==> src/sv/bgi_ram.sv <==
// Generic single-port-write, single-port-read RAM with registered read
`timescale 1ns / 1ps
`default_nettype none
module bgi_ram #(
   parameter int Width = 32,
   parameter int Depth = 64
) (
   input  wire logic                     clock,
   input  wire logic                     wr_en,
   input  wire logic [$clog2(Depth)-1:0] wr_addr,
   input  wire logic [Width-1:0]         wr_data,
   input  wire logic [$clog2(Depth)-1:0] rd_addr,
   output logic      [Width-1:0]         rd_data
);
   logic [Width-1:0] mem [Depth];
   always_ff @(posedge clock) begin
      if (wr_en) begin
         mem[wr_addr] <= wr_data;
      end
      rd_data <= mem[rd_addr];
   end
endmodule
`default_nettype wire

==> config.mk <==
export PLATFORM = sky130hd
export DESIGN_NAME = bgi_ram
export DESIGN_NICKNAME = d
export VERILOG_FILES = /design/src/sv/bgi_ram.sv
export SDC_FILE = /design/constraint.sdc
export NUM_CORES = 2
export LEC_CHECK = 0
export CORE_MARGIN = 2
export CORE_UTILIZATION = 45
export CTS_CLUSTER_DIAMETER = 60
export DETAILED_ROUTE_END_ITERATION = 7
export DONT_BUFFER_PORTS = 1
export PLACE_DENSITY = 0.6
export REMOVE_ABC_BUFFERS = 1
export SLEW_MARGIN = 20
export SYNTH_ARGS = -nofsm -noshare
export SYNTH_HDL_FRONTEND = slang
export SYNTH_SLANG_ARGS = --single-unit
==> constraint.sdc <==
create_clock -name clock -period 7.5 [get_ports clock]
set_input_delay 0.75 -clock clock [delete_from_list [all_inputs] [get_ports clock]]
set_output_delay 0.75 -clock clock [all_outputs]
set_load 0.03 [all_outputs]
==> impl_metrics.csv <==
group,metric,value,unit
outcome,status,"finished, violations left",
outcome,violations,"slew limit",
logic_synthesis,synthTopCellsByCount,"2048 x edfxtp_1, 544 x mux4_2, 137 x nor2_1",
clock_tree,clockBufferDepth,3,
routing,top_layer,"met4",
placement,place_area,81600,um2
floorplanning,die_h,422,um
sta,drv_slew,186,
sta,period_needed,3.85,ns
cells_and_area,seq_area,62100,um2
worst_setup_path,r2r-start,"mem[63][31]$_DFFE_PP_",
logic_synthesis,synth_edf_count,2048,
logic_synthesis,ys_ff_latch,2080,
worst_setup_path,cp.required,8.21,ns
cells_and_area,drive_above_1_share,28.2,%
clock_tree,cts_setup_buffers,0,
power,ir_drop,0.000230,V
cells_and_area,multi_input_area,16000,um2
worst_setup_path,worstPathMaxFanout,104,
clock_tree,cts.sinks,2080,
logic_synthesis,synth.area.top_cells,"edfxtp_1 78%, mux4_2 16%, mux2i_1 1.2%",
clock_tree,cts-htree-levels,4,
placement,place.detailed.hpwl,95600,um
routing,via_count,36500,
logic_synthesis,synth.most_common_cell,"edfxtp_1",
routing,drt_iter0_markers,4792,
clock_tree,cts_made_buffers,208,
flow_run,drv_cap,0,
worst_setup_path,path_class,"input pin to flop",
sta,fmax,0.260,GHz
placement,place_ws,4.16,ns
routing,ant_nets,0,
min_path,min_path_type,"input pin to flop",
routing,wl_met1,84300,um
logic_synthesis,yosysSeqAreaShare,79.1,%
cells_and_area,fillerInstances,13400,
logic_synthesis,synth.distinct_cells,34,
floorplanning,core,174000,um2
logic_synthesis,synth-simple-area-share,1.27,%
placement,port_buffers,0,
global_route,grt_pass1_wl,288000,um
floorplanning,io_pins,78,
clock_tree,clk_pin_slew,0.06,ns
global_route,grt-ovfl-total,0,
power,power_leakage,27.7,nW
logic_synthesis,post_synth.cell_area_avg,23.6,um2
routing,wire_per_inst,34.1,um
sta,setup_ws,3.65,ns
sta,fin_skew,0.0626,ns
logic_synthesis,synthMuxAreaShare,16.8,%
sta,setup_tns,0,ns
worst_setup_path,r2r_setup_slack,5.14,ns
logic_synthesis,syn-cell-area,78500,um2
clock_tree,cts_tree,"yes",
sta,setup_viol,0,
global_route,grtUsageTotal,23.0,%
logic_synthesis,ys.warnings.count,0,
routing,viasPerCell,6.08,
clock_tree,cts_resized,0,
logic_synthesis,synth_top_area_cell,"edfxtp_1",
routing,route.detailed.drc,0,
global_route,grt_pass1_vias,37100,
logic_synthesis,synth_top_family_by_area,"multiplexers",
logic_synthesis,synth_ff_type,"edfxtp_1",
logic_synthesis,synth_adder_area_share,0,%
sta,tightest_slew,2.19,ns
worst_setup_path,rr_worst_depth,4,
cells_and_area,fin_area,89800,um2
logic_synthesis,synth-compound-area-share,1.67,%
floorplanning,die_x,422,um
sta,max_slew_margin,-46.0,%
worst_setup_path,worstReg2RegEnd,"rd_data[31]$_DFF_P_",
placement,routabilityCongestion,0.772,
logic_synthesis,synth_xor_area_share,0,%
clock_tree,postCtsHoldBufs,60,
routing,totalWireLength,205000,um
routing,wl_met3,16000,um
global_route,antenna_found_initial,5,
min_path,min_from,"wr_data[15]",
clock_tree,root_buffer,"clkbuf_16",
min_path,holdPathStages,0,
sta,rsz0062_at_grt,"no",
power,p_per_area,273,nW/um2
clock_tree,clk-insertion-delay-late,0.85,ns
routing,firstDrtPassIters,5,
logic_synthesis,synth-async-reset-ratio,0,%
worst_setup_path,cp.arrival,4.56,ns
worst_setup_path,start_kind,"input pin",
min_path,whs_endpoint,"mem[56][15]$_DFFE_PP_",
floorplanning,start_util,45.2,%
cells_and_area,final_nets,3538,
sta,period_share,51.4,%
logic_synthesis,synth_top_area_share,78.3,%
floorplanning,row_count,153,
sta,hold_viol_final,0,
worst_setup_path,cp-end-kind,"flop",
floorplanning,die-area,178000,um2
logic_synthesis,syn-instance-count,3324,
global_route,grt_start_max_net_pins,514,
cells_and_area,syn_to_final_growth,14.4,%
routing,dr_wl_met2,97600,um
## worst max-delay path by stage
| stage | from | endpoint | slack [ns] |
|---|---|---|---|
| floorplan | wr_en | mem[48][0]$_DFFE_PP_ | 3.74 |
| global route | rd_addr[0] | rd_data[2]$_DFF_P_ | 3.45 |
| finish | rd_addr[0] | rd_data[19]$_DFF_P_ | 3.65 |
| global placement | rd_addr[0] | rd_data[26]$_DFF_P_ | 4.12 |
| detailed placement | wr_en | mem[6][16]$_DFFE_PP_ | 4.16 |
| CTS | wr_en | mem[46][23]$_DFFE_PP_ | 5.05 |
## power breakdown
part	total, mW	switching (mW)	internal [mW]
Combinational	1.02	0.567	0.449
Sequential	13.0	0.104	12.9
Clock	10.5	4.53	6.00
## critical path, cell delays in order
cell and delay [ns]:
buf_16 0.58, buf_16 0.49, buf_16 0.54, mux4_2 0.61, mux4_2 0.51, o22ai_1 0.46, nor2_1 0.10
## final cells by class
class / count / share of cell area (%)
multi-input cells: 1062 / 17.8
clock inverters: 120 / 1.62
clock buffers: 270 / 6.18
diodes: 2 / 0.00557
flip-flops and latches: 2080 / 69.2
repair buffers: 140 / 1.97
well taps: 2325 / 3.24
## metrics by stage
stage	hold WS (ns)	power, mW	util [%]	instances
floorplan	0.663	13.7	-	3142
CTS	0.0000115	24.6	51.6	5992
finish	0.0570	24.5	51.7	5999
global route	0.0121	25.2	51.7	5997
detailed placement	0.755	13.9	47.0	5542
global placement	0.716	13.9	47.0	5542
## flip-flops by register name, indices dropped and copies added (netlist names)
register and flops:
rd_data 32, mem 2048
## cell usage in the layout (no fill, tap or decap), types with 21 or more instances in the layout
cell,instances
clkbuf_1,51
a21oi_1,62
nor2_4,62
mux4_2,544
o22ai_1,84
clkbuf_16,208
bufinv_16,21
clkinv_1,35
dfxtp_1,32
o221ai_1,27
buf_16,21
nand2_1,26
mux2i_1,93
nor2_1,75
buf_4,75
edfxtp_1,2048
clkinv_2,36
dlygate4sd3_1,24
## cells by family after synthesis
| logic type | after synthesis |
|---|---|
| DFF | 2080 |
| muxes | 637 |
| and+or+nand+nor | 223 |
| AOI/OAI and AO/OA | 202 |
| buffers and inverters | 182 |
## layer usage
metal  up-vias  GRT usage [%]
met1     19900           33.1
met5         -              0
li1      14600              -
met4         0           7.65
met3       320           4.03
met2      1577           36.0
No activity file was read; power rests on OpenSTA's default activity.
