$ cat src/sv/bgi_pkg.sv
// Package: types, constants and codes shared by the grid interpolator modules
`timescale 1ns / 1ps
`default_nettype none
package bgi_pkg;
   localparam int XBits = 6;
   localparam int YBits = 6;
   localparam int XMax = 1 << XBits;
   localparam int YMax = 1 << YBits;
   localparam int GBits = XBits + YBits;
   localparam int GDepth = 1 << GBits;
   localparam int CntXBits = XBits + 1;
   localparam int CntYBits = YBits + 1;
   localparam int CntGBits = GBits + 1;
   localparam int QDepth = 2;

   typedef enum logic [1:0] {
      KIND_CLEAR = 2'd0,
      KIND_LOAD  = 2'd1,
      KIND_QUERY = 2'd2,
      KIND_NONE  = 2'd3
   } kind_type;

   typedef enum logic [2:0] {
      ST_OK    = 3'd0,
      ST_SMALL = 3'd1,
      ST_EQUAL = 3'd2,
      ST_OVFL  = 3'd3,
      ST_SAT   = 3'd4
   } status_type;

   typedef struct packed {
      logic [1:0]         kind;
      logic signed [31:0] coord_x;
      logic signed [31:0] coord_y;
      logic signed [31:0] sample_value;
   } req_type;

   typedef struct packed {
      logic signed [31:0] interp_result;
      logic [2:0]         status;
   } rsp_type;

   typedef struct packed {
      logic [CntXBits-1:0] x_count;
      logic [CntYBits-1:0] y_count;
      logic [CntGBits-1:0] point_count;
      logic                overflow;
   } grid_info_type;

   typedef enum logic [4:0] {
      B_IDLE, B_CHECK, B_SCANX, B_SCANY, B_CELL, B_AXREAD, B_AXWAIT, B_AYREAD, B_AYWAIT,
      B_G0, B_G1, B_G2, B_G3, B_GWAIT, B_L1, B_L2, B_L3, B_OUT
   } back_state_type;
endpackage
`default_nettype wire

$ cat src/sv/bgi_front.sv
// Front end: accepts items, performs clears and loads, queues queries
`timescale 1ns / 1ps
`default_nettype none
module bgi_front import bgi_pkg::*; (
   input  wire logic                clock,
   input  wire logic                reset,
   input  wire logic                req_valid,
   output logic                     req_ready,
   input  wire req_type             req_data,
   output logic                     q_valid,
   input  wire logic                q_pop,
   output logic signed [31:0]       q_x,
   output logic signed [31:0]       q_y,
   input  wire logic                back_busy,
   output grid_info_type            info,
   output logic                     xw_en,
   output logic [XBits-1:0]         xw_addr,
   output logic                     yw_en,
   output logic [YBits-1:0]         yw_addr,
   output logic                     gw_en,
   output logic [GBits-1:0]         gw_addr,
   output logic signed [31:0]       w_x,
   output logic signed [31:0]       w_y,
   output logic signed [31:0]       w_z
);
   logic [CntXBits-1:0] x_count_ff, x_count_in;
   logic [CntYBits-1:0] y_count_ff, y_count_in;
   logic [CntGBits-1:0] pt_count_ff, pt_count_in;
   logic signed [31:0]  last_x_ff, last_x_in;
   logic                first_run_ff, first_run_in;
   logic                ovfl_ff, ovfl_in;
   logic signed [31:0]  qx_ff [QDepth];
   logic signed [31:0]  qy_ff [QDepth];
   logic                wp_ff, rp_ff;
   logic [1:0]          cnt_ff;
   logic                accept, is_query, push, grid_change, pending;

   assign is_query = req_data.kind == KIND_QUERY;
   // grid updates wait until no query is queued or being worked on
   assign pending = (cnt_ff != 2'd0) || back_busy;
   assign req_ready = is_query ? (cnt_ff != 2'(QDepth)) : !pending;
   assign accept = req_valid && req_ready;
   assign push = accept && is_query;
   assign grid_change = accept && (req_data.kind == KIND_LOAD);

   assign w_x = req_data.coord_x;
   assign w_y = req_data.coord_y;
   assign w_z = req_data.sample_value;

   always_comb begin
      x_count_in = x_count_ff;
      y_count_in = y_count_ff;
      pt_count_in = pt_count_ff;
      last_x_in = last_x_ff;
      first_run_in = first_run_ff;
      ovfl_in = ovfl_ff;
      xw_en = 1'b0;
      yw_en = 1'b0;
      gw_en = 1'b0;
      xw_addr = '0;
      yw_addr = '0;
      gw_addr = pt_count_ff[GBits-1:0];
      if (accept && req_data.kind == KIND_CLEAR) begin
         x_count_in = '0;
         y_count_in = '0;
         pt_count_in = '0;
         last_x_in = '0;
         first_run_in = 1'b1;
         ovfl_in = 1'b0;
      end else if (grid_change) begin
         if (pt_count_ff == '0) begin
            xw_en = 1'b1;
            yw_en = 1'b1;
            x_count_in = CntXBits'(1);
            y_count_in = CntYBits'(1);
            first_run_in = 1'b1;
            last_x_in = req_data.coord_x;
         end else if (req_data.coord_x != last_x_ff) begin
            first_run_in = 1'b0;
            last_x_in = req_data.coord_x;
            if (x_count_ff < CntXBits'(XMax)) begin
               xw_en = 1'b1;
               xw_addr = x_count_ff[XBits-1:0];
               x_count_in = x_count_ff + 1'b1;
            end else begin
               ovfl_in = 1'b1;
            end
         end else if (first_run_ff) begin
            if (y_count_ff < CntYBits'(YMax)) begin
               yw_en = 1'b1;
               yw_addr = y_count_ff[YBits-1:0];
               y_count_in = y_count_ff + 1'b1;
            end else begin
               ovfl_in = 1'b1;
            end
         end
         if (pt_count_ff < CntGBits'(GDepth)) begin
            gw_en = 1'b1;
            pt_count_in = pt_count_ff + 1'b1;
         end else begin
            ovfl_in = 1'b1;
         end
      end
   end

   always_ff @(posedge clock) begin
      if (reset) begin
         x_count_ff <= '0;
         y_count_ff <= '0;
         pt_count_ff <= '0;
         last_x_ff <= '0;
         first_run_ff <= 1'b1;
         ovfl_ff <= 1'b0;
         wp_ff <= 1'b0;
         rp_ff <= 1'b0;
         cnt_ff <= '0;
      end else begin
         x_count_ff <= x_count_in;
         y_count_ff <= y_count_in;
         pt_count_ff <= pt_count_in;
         last_x_ff <= last_x_in;
         first_run_ff <= first_run_in;
         ovfl_ff <= ovfl_in;
         if (push) begin
            wp_ff <= !wp_ff;
         end
         if (q_pop) begin
            rp_ff <= !rp_ff;
         end
         cnt_ff <= cnt_ff + {1'b0, push} - {1'b0, q_pop};
      end
   end

   always_ff @(posedge clock) begin
      if (push) begin
         qx_ff[wp_ff] <= req_data.coord_x;
         qy_ff[wp_ff] <= req_data.coord_y;
      end
   end

   assign q_valid = cnt_ff != 2'd0;
   assign q_x = qx_ff[rp_ff];
   assign q_y = qy_ff[rp_ff];
   assign info = '{x_count: x_count_ff, y_count: y_count_ff,
                   point_count: pt_count_ff, overflow: ovfl_ff};

   a_no_overrun: assert property (@(posedge clock) disable iff (reset)
      cnt_ff == 2'(QDepth) |-> !push || q_pop) else $error("query queue overrun");
   a_no_underrun: assert property (@(posedge clock) disable iff (reset)
      q_pop |-> cnt_ff != 2'd0) else $error("query queue underrun");
   a_load_idle: assert property (@(posedge clock) disable iff (reset)
      grid_change |-> !pending) else $error("load while query pending");
endmodule
`default_nettype wire

$ cat config.mk
export PLATFORM = sky130hd
export DESIGN_NAME = bgi_front
export DESIGN_NICKNAME = d
export VERILOG_FILES = /design/src/sv/bgi_pkg.sv /design/src/sv/bgi_front.sv
export SDC_FILE = /design/constraint.sdc
export NUM_CORES = 1
export LEC_CHECK = 0
export ABC_AREA = 0
export BUFFER_PORTS_ARGS = -buffer_cell sky130_fd_sc_hd__buf_2
export CORE_ASPECT_RATIO = 1.5
export CORE_UTILIZATION = 51
export CTS_BUF_LIST = sky130_fd_sc_hd__clkbuf_8 sky130_fd_sc_hd__clkbuf_16
export CTS_CLUSTER_SIZE = 24
export DETAILED_ROUTE_END_ITERATION = 16
export PLACE_DENSITY = 0.89
export SETUP_SLACK_MARGIN = 0.1
export SLEW_MARGIN = 20
export SYNTH_ARGS = -nofsm -noshare
export SYNTH_HDL_FRONTEND = slang
export SYNTH_SLANG_ARGS = --single-unit
$ cat constraint.sdc
create_clock -name clock -period 4.7 [get_ports clock]
set_input_delay 0.94 -clock clock [delete_from_list [all_inputs] [get_ports clock]]
set_output_delay 0.94 -clock clock [all_outputs]
set_load 0.01 [all_outputs]
==> results_dict.tcl, run 1 <==
set metrics [dict create \
    outcome "finished clean" \
    crit_path_start_kind "input pin" \
    initial_core_util_pct 51.8 \
    wl_per_cell_um 18.1 \
    diodes 0 \
    ys_types 49 \
    postRouteAntennaNets 0 \
    setup_ws_ns 0.620 \
    power_density_nw_per_um2 351 \
    grt_pass1_vias 6484 \
    synth-seq-cells 194 \
    utilization_pct 59.3 \
    synth_nets 924 \
    hold_violations 0 \
    synth_cells 815 \
    synthesis.area_sq_um 9580 \
    finalPower_mw 3.84 \
    report.final.setup_viol 0 \
    clockRootBuffer "clkbuf_16" \
    synth_top_family_by_area "simple AND/OR/NAND/NOR gates" \
    crit_required_ns 3.76 \
    slew_violations 0 \
    post_drt_via_cell_ratio 5.75 \
    synth_fa_ha_area_share_pct 0.784 \
    finalCriticalPeriod_ns 4.08 \
    cp-end-kind "primary output" \
    totalWireLength_um 21900 \
    grt_usage_pct 22.2 \
    preCtsSetupSlack_ns 0.682 \
    num_vias 6949 \
    ys_dominant_reg_cell "edfxtp_1" \
    rows 61 \
    ys_warn_count 0 \
    drt_iter0_drc 592 \
    post-cts-setup-buffers 0 \
    register_area_sq_um 5170 \
    clock_latency_ns 0.43 \
    synth_top_cell_area_share_pct 40.1 \
    cts_tree "yes" \
    clkTransAtPathRegs_ns 0.07 \
    cts.htree.levels 4 \
    yosysSeqAreaShare_pct 53.9 \
    synth_compound_area_share_pct 8.26 \
    syn_avg_cell_area_sq_um 11.7 \
    io_buffers 255 \
    tns_ns 0 \
    synthSimpleGateAreaFrac_pct 13.7 \
    fmax_mhz 245 \
    hold_class "reg -> reg" \
    crit_fanout 8 \
    leakage_nw 4.43 \
    gp_congestion 0.810 \
    drv_cap 0 \
    drive_gt1_share_pct 39.3 \
    cts_buffer_depth 2 \
    dp_hpwl_um 14500 \
    cts.repair.resized 0 \
    synth-edff-count 128 \
    grt_pass1_wl_um 33300 \
    crit_slowest_cell "nor4_1" \
    ys_top_cells_by_area "edfxtp_1 (40%), dfxtp_1 (14%), buf_4 (8.5%)" \
    coreArea_sq_um 18500 \
    cts_sinks 194 \
    yosysTopAreaCell "edfxtp_1" \
    synth_mux_area_share_pct 8.36 \
    layout.nets 1052 \
    die_area_sq_um 19300 \
    critPathMaxStageDelay_ns 0.66 \
    die_x_um 114 \
    cts_made_buffers 17 \
    cp.arrival_ns 3.14 \
    path_class "in -> out" \
    die_y_um 170 \
    skew_ns 0.0130 \
    tightest_slew_ns 0.890 \
    period_share_pct 86.8 \
    rsz0062_at_grt "false" \
    crit_top_cell "buf_2" \
    multiInputGateArea_sq_um 3390 \
    synthArstFlopShare_pct 0 \
    synth-xor-area-share_pct 3.93 \
    ir_drop_v 0.000185 \
    areaGrowthSynthToFinish_pct 14.3 \
    overflow 0 \
    postCtsHoldBufs 0 \
    drtPass1Iterations 5 \
    drcViolationCount 0 \
    fillCellCount 1524 \
    io_pins 320 \
    grt_max_degree 65 \
    netlist_top_cells_count "edfxtp_1 (128), buf_4 (109), nand3_1 (77)" \
    antenna_found_initial 0 \
    synth.most_common_cell "edfxtp_1" \
    max_slew_margin_pct 40.7 \
    crit_chain "buf_2, xor2_1, nor4_1, and4_1, nand3_1, nor3b_1, buf_2" \
]
routing by layer:
layer,vias to the layer above,share of wire [%],global-route usage (%)
met5,-,0,0
met4,0,3.8,11.6
met3,55,5.1,4.34
met2,296,53,40.1
met1,3357,38,24.4
li1,3241,-,-
state kept, by name (all words and copies together) (netlist names), named ones only:
name	cells
rp_ff	1
x_count_ff	7
cnt_ff	2
last_x_ff	32
qx_ff	64
wp_ff	1
y_count_ff	7
pt_count_ff	13
qy_ff	64
ovfl_ff	1
first_run_ff	1
where the power goes:
| part | switching [mW] | internal (mW) |
|---|---|---|
| clock network | 0.644 | 0.898 |
| registers | 0.0320 | 1.87 |
| logic | 0.233 | 0.168 |
final cells by class:
cell class,count,area share (%)
Clock buffer,17,3.89
Clock inverter,15,1.87
Inverter,11,0.377
Multi-Input combinational cell,449,31.0
Sequential cell,194,47.2
Tap cell,252,2.88
Timing Repair Buffer,270,12.8
critical path: cells and delay by family:
| kind | cells | cell delay, ns |
|---|---|---|
| xor gates and xnor gates | 1 | 0.15 |
| buffers and inverters | 2 | 0.32 |
| and+or+nand+nor | 4 | 1.73 |
cell families after synthesis:
logic type / Yosys count
compound gates: 98
simple gates: 230
fa+ha+maj: 6
mux: 72
buf+inv: 172
flops: 194
xor+xnor: 43
layout by cell type, fill, tap and decap left out, types with 19 or more instances in the layout:
cell / instances
xor2_1: 38
nand3_1: 77
buf_2: 255
nor4_1: 19
and3_1: 37
o2111ai_1: 32
mux2_2: 64
a32oi_1: 32
nor2_1: 19
dfxtp_1: 65
edfxtp_1: 128
stage by stage:
stage	area (sq um)	hold slack, ns	cells
global route	10900	0.539	1208
CTS	10900	0.502	1208
floorplan	9580	0.456	815
global placement	10300	0.477	1176
finish	10900	0.505	1208
detailed placement	10300	0.493	1176
worst paths after layout:
path                                                 from                    endpoint  slack (ns)  cells past startpoint
worst min-delay path            first_run_ff$_SDFFE_PP1P_   first_run_ff$_SDFFE_PP1P_        0.50                      2
worst min register to register  first_run_ff$_SDFFE_PP1P_   first_run_ff$_SDFFE_PP1P_        0.50                      2
worst max register to register       cnt_ff[1]$_SDFF_PP0_  y_count_ff[4]$_SDFFE_PP0P_        2.18                      6
worst max-delay path                         req_data[81]                  yw_addr[1]        0.62                      7
(Power assumes the default switching activity.)
==> run 2: changes to the inputs <==
--- a/config.mk
+++ b/config.mk
@@ -8,11 +8,11 @@
 export ABC_AREA = 0
 export BUFFER_PORTS_ARGS = -buffer_cell sky130_fd_sc_hd__buf_2
 export CORE_ASPECT_RATIO = 1.5
-export CORE_UTILIZATION = 51
+export CORE_UTILIZATION = 45
 export CTS_BUF_LIST = sky130_fd_sc_hd__clkbuf_8 sky130_fd_sc_hd__clkbuf_16
 export CTS_CLUSTER_SIZE = 24
 export DETAILED_ROUTE_END_ITERATION = 16
-export PLACE_DENSITY = 0.89
+export PLACE_DENSITY = 0.81
 export SETUP_SLACK_MARGIN = 0.1
 export SLEW_MARGIN = 20
 export SYNTH_ARGS = -nofsm -noshare
==> run 2 against run 1 <==
  * Final cell count rose by 1.4%
  * Maximum frequency rose by 2.2%
  * Wire length decreased by 1.3%
  * Core utilization decreased by 7.3 points
  * Sequential share of layout area up 0.19 points
  * Critical path type unchanged
  * Largest cell class unchanged
  * Highest routed layer is now met5
==> results_dict.tcl, run 2 (synthesis results as in run 1) <==
set metrics [dict create \
    cts_sinks 194 \
    gp_congestion 0.810 \
    layout_common_cells "buf_2 (255), edfxtp_1 (128), nand3_1 (77)" \
    grt_usage_pct 19.6 \
    slew_violations 0 \
    diodes 0 \
    post-cts-setup-buffers 0 \
    final_common_cell "buf_2" \
    layout.nets 1053 \
    tns_ns 0 \
    ir_drop_v 0.000233 \
    initial_core_util_pct 45.6 \
    cp.depth 7 \
    drcViolationCount 0 \
    cp.arrival_ns 3.05 \
    coreArea_sq_um 21000 \
    tightest_slew_ns 0.885 \
    num_vias 6977 \
    grt_pass1_wl_um 33500 \
    report.final.setup_viol 0 \
    crit_buf_inv 2 \
    period_share_pct 85.0 \
    worstHoldStart "first_run_ff$_SDFFE_PP1P_" \
    cts_buffer_depth 2 \
    rows 65 \
    outcome "finished clean" \
    antenna_found_initial 2 \
    clockRootBuffer "clkbuf_16" \
    worst_r2r_path_depth 6 \
    io_pins 320 \
    power_density_nw_per_um2 339 \
    hold_ws_ns 0.496 \
    cp-end-kind "primary output" \
    r2r_start "cnt_ff[1]$_SDFF_PP0_" \
    postRouteAntennaNets 0 \
    die_x_um 121 \
    path_class "in -> out" \
    fmax_mhz 250 \
    crit_top_cell "buf_2" \
    drv_cap 0 \
    grt_pass1_vias 6461 \
    finalCriticalPeriod_ns 3.99 \
    critPathMaxStageDelay_ns 0.62 \
    postCtsHoldBufs 0 \
    die_area_sq_um 21900 \
    rrSetupSlack_ns 2.10 \
    dp_hpwl_um 14100 \
    crit_required_ns 3.76 \
    crit_chain "buf_2, xor2_1, nor4_1, and4_1, nand3_1, nor3b_1, buf_2" \
    clkTransAtPathRegs_ns 0.07 \
    rsz0062_at_grt "false" \
    critPathTopFamily "simple AND/OR/NAND/NOR gates" \
    crit_slowest_cell "nor4_1" \
    areaGrowthSynthToFinish_pct 13.9 \
    hold_class "reg -> reg" \
    min_to "first_run_ff$_SDFFE_PP1P_" \
    cts.htree.levels 4 \
    hold_violations 0 \
    reg_top3 "qx_ff: 64 flops, qy_ff: 64 flops, last_x_ff: 32 flops" \
    grt_max_degree 71 \
    crit_fanout 8 \
    totalWireLength_um 21600 \
    clock_latency_ns 0.43 \
    cts_made_buffers 17 \
    cts_tree "yes" \
    overflow 0 \
    drt_iter0_drc 577 \
    crit_path_start_kind "input pin" \
    holdPathStages 2 \
    wl_per_cell_um 17.6 \
    skew_ns 0.00808 \
    io_buffers 255 \
    rr_endpoint "y_count_ff[4]$_SDFFE_PP0P_" \
    die_y_um 181 \
    cts.repair.resized 0 \
    max_slew_margin_pct 41.0 \
    drtPass1Iterations 5 \
    leakage_nw 4.41 \
    drive_gt1_share_pct 39.1 \
    post_drt_via_cell_ratio 5.70 \
]
-- run 2: changes by cell type in the layout (fill, tap and decap cells not counted), sizes merged --
cell | previous run | this run
buf | 270 | 271
bufinv | 4 | 1
clkbuf | 17 | 21
clkinv | 2 | 4
inv | 16 | 13
-- run 2: worst register-to-register path, stage by stage (launching register included) --
cell     delay (ns)
dfxtp_1        0.36
nor4_1         0.63
nand3_1        0.26
buf_4          0.35
nor2_1         0.17
or4b_1         0.46
a32o_1         0.27
-- run 2: worst max-delay path by stage --
stage | end | from | slack (ns)
3_5_place_dp | yw_addr[2] | req_data[94] | 0.71
4_1_cts | yw_addr[2] | req_data[94] | 0.70
6_report | yw_addr[2] | req_data[94] | 0.71
2_1_floorplan | qx_ff[0][0]$_DFFE_PP_ | req_data[97] | 0.26
3_3_place_gp | yw_addr[4] | req_data[94] | 0.78
5_1_grt | yw_addr[2] | req_data[94] | 0.48
-- run 2: final cells by class --
class,instances,area [sq um]
Tap cell,268,335
Sequential cell,194,5170
Fill cell,1823,10100
Clock buffer,21,480
Clock inverter,11,90.1
Timing Repair Buffer,271,1400
Multi-Input combinational cell,449,3390
Inverter,11,41.3
-- run 2: report_power, final --
group | total [mW] | internal, mW | switching (mW) | leakage (nW)
Combinational | 0.406 | 0.167 | 0.239 | 2.44
Clock | 1.40 | 0.779 | 0.617 | 0.275
Sequential | 1.89 | 1.87 | 0.0232 | 1.69
Total | 3.69 | 2.81 | 0.879 | 4.41
-- run 2: routing by layer --
layer / up-vias / part of all wire, % / global-route usage, %
met2: 305 / 52 / 34.4
met1: 3377 / 39 / 22.4
li1: 3244 / - / -
met3: 47 / 6.1 / 4.56
met5: - / 0.12 / 0
met4: 4 / 2.4 / 8.49
-- run 2: metrics by stage --
step / instances / instance area [sq um] / power [mW] / setup slack (ns) / util, %
6_report: 1225 / 10900 / 3.69 / 0.706 / 52.0
5_1_grt: 1225 / 10900 / 3.83 / 0.477 / 52.0
3_3_place_gp: 1193 / 10300 / 2.33 / 0.784 / 49.2
3_5_place_dp: 1193 / 10300 / 2.34 / 0.706 / 49.2
4_1_cts: 1225 / 10900 / 3.74 / 0.696 / 52.0
2_1_floorplan: 815 / 9580 / 2.22 / 0.262 / -
