$ cat src/sv/bgi_pkg.sv
// Package: types, constants and codes shared by the grid interpolator modules
`timescale 1ns / 1ps
`default_nettype none
package bgi_pkg;
   localparam int XBits = 6;
   localparam int YBits = 6;
   localparam int XMax = 1 << XBits;
   localparam int YMax = 1 << YBits;
   localparam int GBits = XBits + YBits;
   localparam int GDepth = 1 << GBits;
   localparam int CntXBits = XBits + 1;
   localparam int CntYBits = YBits + 1;
   localparam int CntGBits = GBits + 1;
   localparam int QDepth = 2;

   typedef enum logic [1:0] {
      KIND_CLEAR = 2'd0,
      KIND_LOAD  = 2'd1,
      KIND_QUERY = 2'd2,
      KIND_NONE  = 2'd3
   } kind_type;

   typedef enum logic [2:0] {
      ST_OK    = 3'd0,
      ST_SMALL = 3'd1,
      ST_EQUAL = 3'd2,
      ST_OVFL  = 3'd3,
      ST_SAT   = 3'd4
   } status_type;

   typedef struct packed {
      logic [1:0]         kind;
      logic signed [31:0] coord_x;
      logic signed [31:0] coord_y;
      logic signed [31:0] sample_value;
   } req_type;

   typedef struct packed {
      logic signed [31:0] interp_result;
      logic [2:0]         status;
   } rsp_type;

   typedef struct packed {
      logic [CntXBits-1:0] x_count;
      logic [CntYBits-1:0] y_count;
      logic [CntGBits-1:0] point_count;
      logic                overflow;
   } grid_info_type;

   typedef enum logic [4:0] {
      B_IDLE, B_CHECK, B_SCANX, B_SCANY, B_CELL, B_AXREAD, B_AXWAIT, B_AYREAD, B_AYWAIT,
      B_G0, B_G1, B_G2, B_G3, B_GWAIT, B_L1, B_L2, B_L3, B_OUT
   } back_state_type;
endpackage
`default_nettype wire

$ cat src/sv/bgi_div.sv
// Sequential unsigned divider, one quotient bit per cycle
`timescale 1ns / 1ps
`default_nettype none
module bgi_div import bgi_pkg::*; (
   input  wire logic        clock,
   input  wire logic        reset,
   input  wire logic        start,
   input  wire logic [63:0] dividend,
   input  wire logic [32:0] divisor,
   output logic             done,
   output logic [63:0]      quotient
);
   logic [63:0] q_ff, q_in;
   logic [33:0] r_ff, r_in;
   logic [32:0] d_ff;
   logic [6:0]  n_ff, n_in;
   logic        busy_ff, busy_in, done_ff, done_in;
   logic [33:0] trial;

   always_comb begin
      q_in = q_ff;
      r_in = r_ff;
      n_in = n_ff;
      busy_in = busy_ff;
      done_in = 1'b0;
      trial = {r_ff[32:0], q_ff[63]} - {1'b0, d_ff};
      if (start) begin
         q_in = dividend;
         r_in = '0;
         n_in = 7'd64;
         busy_in = 1'b1;
      end else if (busy_ff) begin
         if (!trial[33]) begin
            r_in = trial;
            q_in = {q_ff[62:0], 1'b1};
         end else begin
            r_in = {r_ff[32:0], q_ff[63]};
            q_in = {q_ff[62:0], 1'b0};
         end
         n_in = n_ff - 1'b1;
         if (n_ff == 7'd1) begin
            busy_in = 1'b0;
            done_in = 1'b1;
         end
      end
   end

   always_ff @(posedge clock) begin
      if (reset) begin
         busy_ff <= 1'b0;
         done_ff <= 1'b0;
         n_ff <= '0;
      end else begin
         busy_ff <= busy_in;
         done_ff <= done_in;
         n_ff <= n_in;
      end
   end

   always_ff @(posedge clock) begin
      q_ff <= q_in;
      r_ff <= r_in;
      if (start) begin
         d_ff <= divisor;
      end
   end

   assign done = done_ff;
   assign quotient = q_ff;
endmodule
`default_nettype wire

$ cat src/sv/bgi_back.sv
// Back end: cell search and bilinear steps for queued queries
`timescale 1ns / 1ps
`default_nettype none
module bgi_back import bgi_pkg::*; (
   input  wire logic                clock,
   input  wire logic                reset,
   input  wire logic                q_valid,
   output logic                     q_pop,
   input  wire logic signed [31:0]  q_x,
   input  wire logic signed [31:0]  q_y,
   input  wire grid_info_type       info,
   output logic                     busy,
   output logic [XBits-1:0]         xr_addr,
   input  wire logic signed [31:0]  xr_data,
   output logic [YBits-1:0]         yr_addr,
   input  wire logic signed [31:0]  yr_data,
   output logic [GBits-1:0]         gr_addr,
   input  wire logic signed [31:0]  gr_data,
   output logic                     rsp_valid,
   input  wire logic                rsp_ready,
   output rsp_type                  rsp_data
);
   back_state_type st_ff, st_in;
   logic signed [31:0] x_ff, y_ff;
   logic [CntXBits-1:0] i_ff, i_in;
   logic [CntYBits-1:0] j_ff, j_in;
   logic rd_ok_ff, rd_ok_in;
   logic [XBits-1:0] cx_ff, cx_in;
   logic [YBits-1:0] cy_ff, cy_in;
   logic clamp_ff, clamp_in;
   logic signed [31:0] xlo_ff, xlo_in, ylo_ff, ylo_in;
   logic signed [32:0] xnum_ff, xnum_in, ynum_ff, ynum_in, xden_ff, xden_in, yden_ff, yden_in;
   logic signed [31:0] g_ff [4];
   logic [1:0] gi_ff, gi_in;
   logic signed [31:0] f1_ff, f1_in, f2_ff, f2_in;
   logic sat_ff, sat_in;
   logic signed [31:0] a_ff, a_in, b_ff, b_in;
   logic signed [32:0] num_ff, num_in, den_ff, den_in;
   logic [63:0] prod_ff;
   logic neg_ff;
   logic div_start;
   logic div_done;
   logic [63:0] quo;
   logic [1:0] step_ff, step_in;
   logic out_v_ff, out_v_in;
   rsp_type out_ff, out_in;
   logic [GBits-1:0] gaddr;
   logic [CntGBits-1:0] area;
   logic [XBits-1:0] ga;
   logic [YBits-1:0] gb;
   logic signed [33:0] diff;
   logic signed [34:0] res;
   logic [32:0] dmag, nmag, demag;
   logic [33:0] qcap;
   logic signed [31:0] res_sat;
   logic res_is_sat;

   assign area = CntGBits'(info.x_count) * CntGBits'(info.y_count);

   always_comb begin
      ga = cx_ff;
      gb = clamp_ff ? YBits'(info.y_count - 1'b1) : cy_ff;
      case (gi_ff)
         2'd1: gb = clamp_ff ? gb : cy_ff + 1'b1;
         2'd2: ga = cx_ff + 1'b1;
         2'd3: begin
            ga = cx_ff + 1'b1;
            gb = clamp_ff ? gb : cy_ff + 1'b1;
         end
         default: ;
      endcase
      gaddr = GBits'(ga) * GBits'(info.y_count[YBits-1:0]) + GBits'(gb);
      if (info.y_count == CntYBits'(YMax)) begin
         gaddr = {ga, gb};
      end
   end

   always_ff @(posedge clock) begin
      diff <= {{2{b_in[31]}}, b_in} - {{2{a_in[31]}}, a_in};
   end

   assign dmag = diff[33] ? 33'(-diff) : 33'(diff);
   assign nmag = num_ff[32] ? 33'(-num_ff) : 33'(num_ff);
   assign demag = den_ff[32] ? 33'(-den_ff) : 33'(den_ff);
   assign qcap = (quo > 64'h2_0000_0000) ? 34'h2_0000_0000 : quo[33:0];
   assign res = neg_ff ? {{3{a_ff[31]}}, a_ff} - $signed({1'b0, qcap})
                       : {{3{a_ff[31]}}, a_ff} + $signed({1'b0, qcap});
   assign res_is_sat = (res > 35'sh0_7FFF_FFFF) || (res < -35'sh0_8000_0000);
   assign res_sat = res_is_sat ? (res[34] ? 32'sh8000_0000 : 32'sh7FFF_FFFF) : res[31:0];

   bgi_div u_div (
      .clock, .reset, .start(div_start),
      .dividend(prod_ff), .divisor(demag), .done(div_done), .quotient(quo)
   );

   always_comb begin
      st_in = st_ff;
      i_in = i_ff;
      j_in = j_ff;
      rd_ok_in = 1'b0;
      cx_in = cx_ff;
      cy_in = cy_ff;
      clamp_in = clamp_ff;
      xlo_in = xlo_ff;
      ylo_in = ylo_ff;
      xnum_in = xnum_ff;
      ynum_in = ynum_ff;
      xden_in = xden_ff;
      yden_in = yden_ff;
      gi_in = gi_ff;
      f1_in = f1_ff;
      f2_in = f2_ff;
      sat_in = sat_ff;
      a_in = a_ff;
      b_in = b_ff;
      num_in = num_ff;
      den_in = den_ff;
      step_in = step_ff;
      out_v_in = out_v_ff;
      out_in = out_ff;
      q_pop = 1'b0;
      div_start = 1'b0;
      xr_addr = i_ff[XBits-1:0];
      yr_addr = j_ff[YBits-1:0];
      if (out_v_ff && rsp_ready) begin
         out_v_in = 1'b0;
      end
      case (st_ff)
         B_IDLE: begin
            if (q_valid && (!out_v_ff || rsp_ready)) begin
               q_pop = 1'b1;
               st_in = B_CHECK;
            end
         end
         B_CHECK: begin
            i_in = '0;
            j_in = '0;
            sat_in = 1'b0;
            if (info.overflow) begin
               out_in = '{interp_result: '0, status: ST_OVFL};
               st_in = B_OUT;
            end else if (info.x_count < CntXBits'(2) || info.y_count < CntYBits'(2)
                         || info.point_count < area) begin
               out_in = '{interp_result: '0, status: ST_SMALL};
               st_in = B_OUT;
            end else begin
               st_in = B_SCANX;
            end
         end
         B_SCANX: begin
            xr_addr = i_ff[XBits-1:0];
            if (rd_ok_ff && !(xr_data < x_ff)) begin
               st_in = B_SCANY;
            end else if (rd_ok_ff && i_ff + 1'b1 == info.x_count) begin
               i_in = info.x_count;
               st_in = B_SCANY;
            end else begin
               if (rd_ok_ff) begin
                  i_in = i_ff + 1'b1;
               end
               rd_ok_in = 1'b1;
               xr_addr = rd_ok_ff ? XBits'(i_ff + 1'b1) : i_ff[XBits-1:0];
            end
            if (st_in == B_SCANY) begin
               rd_ok_in = 1'b0;
            end
         end
         B_SCANY: begin
            yr_addr = j_ff[YBits-1:0];
            if (rd_ok_ff && !(yr_data <= y_ff)) begin
               st_in = B_CELL;
            end else if (rd_ok_ff && j_ff + 1'b1 == info.y_count) begin
               j_in = info.y_count;
               st_in = B_CELL;
            end else begin
               if (rd_ok_ff) begin
                  j_in = j_ff + 1'b1;
               end
               rd_ok_in = 1'b1;
               yr_addr = rd_ok_ff ? YBits'(j_ff + 1'b1) : j_ff[YBits-1:0];
            end
            if (st_in == B_CELL) begin
               rd_ok_in = 1'b0;
            end
         end
         B_CELL: begin
            cx_in = (i_ff == '0) ? '0 : XBits'(i_ff - 1'b1);
            if ((i_ff == '0 ? CntXBits'(0) : i_ff - 1'b1) > info.x_count - CntXBits'(2)) begin
               cx_in = XBits'(info.x_count - CntXBits'(2));
            end
            clamp_in = j_ff >= info.y_count;
            cy_in = (j_ff == '0) ? '0 : YBits'(j_ff - 1'b1);
            st_in = B_AXREAD;
         end
         B_AXREAD: begin
            xr_addr = cx_ff;
            yr_addr = cy_ff;
            st_in = B_AXWAIT;
         end
         B_AXWAIT: begin
            xlo_in = xr_data;
            ylo_in = yr_data;
            xnum_in = {x_ff[31], x_ff} - {xr_data[31], xr_data};
            ynum_in = {y_ff[31], y_ff} - {yr_data[31], yr_data};
            xr_addr = cx_ff + 1'b1;
            yr_addr = cy_ff + 1'b1;
            st_in = B_AYREAD;
         end
         B_AYREAD: begin
            xr_addr = cx_ff + 1'b1;
            yr_addr = cy_ff + 1'b1;
            st_in = B_AYWAIT;
         end
         B_AYWAIT: begin
            xden_in = {xr_data[31], xr_data} - {xlo_ff[31], xlo_ff};
            yden_in = {yr_data[31], yr_data} - {ylo_ff[31], ylo_ff};
            if (xr_data == xlo_ff || (!clamp_ff && yr_data == ylo_ff)) begin
               out_in = '{interp_result: '0, status: ST_EQUAL};
               st_in = B_OUT;
            end else begin
               gi_in = 2'd0;
               st_in = B_G0;
            end
         end
         B_G0, B_G1, B_G2, B_G3: begin
            gi_in = gi_ff + 1'b1;
            st_in = back_state_type'(st_ff + 1'b1);
            if (st_ff == B_G3) begin
               st_in = B_GWAIT;
            end
         end
         B_GWAIT: begin
            if (clamp_ff) begin
               a_in = g_ff[0];
               b_in = g_ff[2];
               num_in = xnum_ff;
               den_in = xden_ff;
               step_in = 2'd2;
            end else begin
               a_in = g_ff[0];
               b_in = g_ff[1];
               num_in = ynum_ff;
               den_in = yden_ff;
               step_in = 2'd0;
            end
            st_in = B_L1;
         end
         B_L1: begin
            st_in = B_L2;
         end
         B_L2: begin
            div_start = 1'b1;
            st_in = B_L3;
         end
         B_L3: begin
            if (div_done) begin
               sat_in = sat_ff || res_is_sat;
               case (step_ff)
                  2'd0: begin
                     f1_in = res_sat;
                     a_in = g_ff[2];
                     b_in = g_ff[3];
                     step_in = 2'd1;
                     st_in = B_L1;
                  end
                  2'd1: begin
                     f2_in = res_sat;
                     a_in = f1_ff;
                     b_in = res_sat;
                     num_in = xnum_ff;
                     den_in = xden_ff;
                     step_in = 2'd2;
                     st_in = B_L1;
                  end
                  default: begin
                     out_in.interp_result = res_sat;
                     out_in.status = (sat_ff || res_is_sat) ? ST_SAT : ST_OK;
                     st_in = B_OUT;
                  end
               endcase
            end
         end
         B_OUT: begin
            if (!out_v_ff || rsp_ready) begin
               out_v_in = 1'b1;
               st_in = B_IDLE;
            end
         end
         default: st_in = B_IDLE;
      endcase
   end

   always_ff @(posedge clock) begin
      if (reset) begin
         st_ff <= B_IDLE;
         out_v_ff <= 1'b0;
         rd_ok_ff <= 1'b0;
      end else begin
         st_ff <= st_in;
         out_v_ff <= out_v_in;
         rd_ok_ff <= rd_ok_in;
      end
   end

   always_ff @(posedge clock) begin
      if (q_pop) begin
         x_ff <= q_x;
         y_ff <= q_y;
      end
      if (st_ff == B_G1 || st_ff == B_G2 || st_ff == B_G3 || st_ff == B_GWAIT) begin
         g_ff[gi_ff - 2'd1] <= gr_data;
      end
      i_ff <= i_in;
      j_ff <= j_in;
      cx_ff <= cx_in;
      cy_ff <= cy_in;
      clamp_ff <= clamp_in;
      xlo_ff <= xlo_in;
      ylo_ff <= ylo_in;
      xnum_ff <= xnum_in;
      ynum_ff <= ynum_in;
      xden_ff <= xden_in;
      yden_ff <= yden_in;
      gi_ff <= gi_in;
      f1_ff <= f1_in;
      f2_ff <= f2_in;
      sat_ff <= sat_in;
      a_ff <= a_in;
      b_ff <= b_in;
      num_ff <= num_in;
      den_ff <= den_in;
      step_ff <= step_in;
      out_ff <= out_in;
      if (st_ff == B_L1) begin
         prod_ff <= 64'(dmag) * 64'(nmag);
         neg_ff <= (diff[33] != num_ff[32]) != den_ff[32];
      end
   end

   assign gr_addr = gaddr;
   assign busy = st_ff != B_IDLE;
   assign rsp_valid = out_v_ff;
   assign rsp_data = out_ff;

   a_pop_idle: assert property (@(posedge clock) disable iff (reset)
      q_pop |-> st_ff == B_IDLE) else $error("pop while busy");
   a_out_hold: assert property (@(posedge clock) disable iff (reset)
      out_v_ff && !rsp_ready |=> out_v_ff && $stable(out_ff)) else $error("result lost");
   a_div_wait: assert property (@(posedge clock) disable iff (reset)
      div_start |=> st_ff == B_L3) else $error("divider start out of step");
endmodule
`default_nettype wire

$ cat config.mk
export PLATFORM = sky130hd
export DESIGN_NAME = bgi_back
export DESIGN_NICKNAME = d
export VERILOG_FILES = /design/src/sv/bgi_pkg.sv /design/src/sv/bgi_div.sv /design/src/sv/bgi_back.sv
export SDC_FILE = /design/constraint.sdc
export NUM_CORES = 2
export LEC_CHECK = 0
export BUFFER_PORTS_ARGS = -buffer_cell sky130_fd_sc_hd__buf_2
export CAP_MARGIN = 20
export CORE_MARGIN = 5
export CORE_UTILIZATION = 40
export CTS_CLUSTER_SIZE = 16
export DETAILED_ROUTE_END_ITERATION = 10
export SYNTH_ARGS = -nofsm -noshare
export SYNTH_HDL_FRONTEND = slang
export SYNTH_HIERARCHICAL = 1
export SYNTH_SLANG_ARGS = --single-unit
$ cat constraint.sdc
create_clock -name clock -period 30.9 [get_ports clock]
set_input_delay 6.18 -clock clock [delete_from_list [all_inputs] [get_ports clock]]
set_output_delay 6.18 -clock clock [all_outputs]
set_load 0.03 [all_outputs]
==> results.cfg <==
[route]
drt-wirelength-per-cell_um = 21.6
first_pass_iters = 6
drt-initial-drc-count = 5213
vias_per_cell = 5.45
drt-total-wl_mm = 252
drtAntennaViolNets = 0
vias = 63500
drc_errors = 0

[sta]
hold_viol = 0
drv_slew = 0
rsz0062_at_grt = no
setup_viol = 0
tightest_slew_ns = 1.31
timing.fmax_ghz = 0.0593
max_slew_margin = 0.127
fin_skew_ns = 0.0483
period_needed_ns = 16.85
min_period_over_period = 0.545
fin_tns_setup_ns = 0

[placed_design]
gp_congestion = 0.924
dp_hpwl_mm = 198
io_buffers = 253

[global_routing]
met3_usage = 0.0358
antenna_found_initial = 16
overflow = 0
grt_pass1_vias = 65000
grt_max_degree = 69
grt_pass1_wl_mm = 388
use_met2 = 0.378
grt-busiest-layer = met2
grtUsageTotal = 0.228
grtUsageMet1 = 0.308

[floorplan]
start_util = 0.402
num_rows = 168
die_width_um = 469
die_area_mm2 = 0.220
pin_count = 254
die_h_um = 469
core_region_area_mm2 = 0.210

[clock_tree]
post_cts_buffers = 0
clock_tree.buffer_depth = 3
htree_levels = 3
cts_tree = done
cts_resized = 0
clockRootBuffer = clkbuf_16
cts-buffers-inserted = 96
cts.sinks = 861
ctsHoldBuffers = 0
clk_latency_ns = 0.72
clkTransAtPathRegs_ns = 0.06

[worst_setup_path]
cp-start-kind = primary input
critPathKind = primary input to primary output
arrival_ns = 10.67
end_kind = primary output
worstPathMaxFanout = 14
cp.required_ns = 24.72

[synth]
synth_area_leader_cell = edfxtp_1
synth_area_mm2 = 0.0843
yosys_most_used_dff = edfxtp_1
postSynthAreaPerCell_um2 = 9.81
synth_area_leaders = edfxtp_1 (25%), fa_1 (24%), ha_1 (8.8%)
ys_ff_latch = 861
ys_async_sr_fraction = 0
yosys-top-cells-count = inv_1 (1362), nand2_1 (1187), fa_1 (1007)
yosysMostFrequentCell = inv_1
syn_inst = 8601
ys_warn_count = 6
synth-edff-count = 715
synth_top_area_share = 0.255
synth_cell_type_count = 103
syn_nets = 10400
synth_seq_area_share = 0.289

[layout]
num-nets-final = 10600
drive_above_1_share = 0.0942
syn2layout_area_growth_pct = 9.99

[job]
drv_cap = 0

[min_path]
min_path_type = flip-flop to flip-flop

[outcome]
status = finished, final reports clean
-- critical path: stages --
cell      delay [ns]
buf_2           0.32
inv_1           0.20
nor2_1          0.19
fa_1            0.44
inv_1           0.09
fa_1            0.43
fa_1            0.54
inv_1           0.05
fa_1            0.47
ha_1            0.32
inv_1           0.09
o21bai_1        0.08
a21oi_1         0.23
o21bai_1        0.09
a21oi_1         0.22
o21ai_0         0.14
xnor2_1         0.16
nor2_1          0.05
a21oi_1         0.14
buf_2           0.22
-- final cells by class --
type	count	area, um^2
diodes	4	10.0
clock buffers	115	2520
clock inverters	65	701
fillers	20100	117000
inverters	1365	5120
multi-input cells	6042	54200
flip-flops and latches	861	24400
well taps	2805	3510
repair buffers	397	2340
-- per-stage QoR --
stage                     worst slack, ns  area [um^2]  utilization  hold WS, ns  std cells
after floorplan                     14.10        84300            -        0.426       8601
after global placement              13.99        89500        0.427        0.445      11500
after detailed placement            14.07        89500        0.427        0.444      11500
after CTS                           14.05        92700        0.442        0.448      11600
after global routing                13.73        92800        0.442        0.473      11700
final                               14.05        92800        0.442        0.449      11700
-- sequential cells by signal, indices dropped and copies added (netlist names), 33 cells and up --
register and flops:
den_ff 33, prod_ff 64, u_div/d_ff 33, xnum_ff 33, g_ff 128, num_ff 33
u_div/quotient 64, rsp_data 35, xden_ff 33, yden_ff 33, u_div/r_ff 33, diff 33
ynum_ff 33
-- cells by family (layout without fill, tap and decap cells) --
family / Yosys count / after routing / share of synthesized area
compound gates: 1317 / 1317 / 0.103
xor+xnor: 474 / 474 / 0.0492
fa+ha+maj: 1598 / 1598 / 0.327
buf+inv: 1698 / 1942 / 0.0766
flops: 861 / 861 / 0.289
mux: 222 / 222 / 0.0286
other cells: 0 / 4 / 0
simple gates: 2431 / 2431 / 0.126
-- cells in the final DEF, fill, tap and decap left out, types with 45 or more instances in the layout --
cell / count
nor3_1: 80
buf_2: 254
fa_1: 1007
mux2_2: 143
xnor2_2: 45
ha_1: 590
a21o_1: 136
mux2i_1: 77
dfxtp_1: 146
inv_1: 1361
nand2_1: 1187
nand2b_1: 72
xnor2_1: 262
xor2_1: 144
edfxtp_1: 715
o21ai_0: 239
buf_4: 140
clkbuf_16: 96
nor2_1: 612
nand3_1: 90
o21a_1: 58
nand4_1: 46
a211oi_1: 74
o31ai_1: 68
and2_1: 79
nor2b_1: 65
a21oi_1: 328
-- per-layer routing --
| metal | vias up | part of all wire |
|---|---|---|
| met2 | 2391 | 0.47 |
| met1 | 32000 | 0.43 |
| met5 | - | 0.00023 |
| met4 | 10 | 0.034 |
| li1 | 28700 | - |
| met3 | 458 | 0.068 |
-- path summary, 6_finish.rpt --
| check | startpoint | end | slack [ns] | depth (start not counted) |
|---|---|---|---|---|
| setup / recovery | info[14] | gr_addr[11] | 14.05 | 20 |
| hold / removal | g_ff[0][19] | a_ff[19] | 0.45 | 2 |
| setup reg to reg | u_div/quotient[2] | diff[30] | 18.47 | 36 |
| hold reg to reg | g_ff[0][19] | a_ff[19] | 0.45 | 2 |
Power is left out: the tool's default activity adds up to more than one toggle a clock period on the data nets, which glitch-free logic cannot reach.
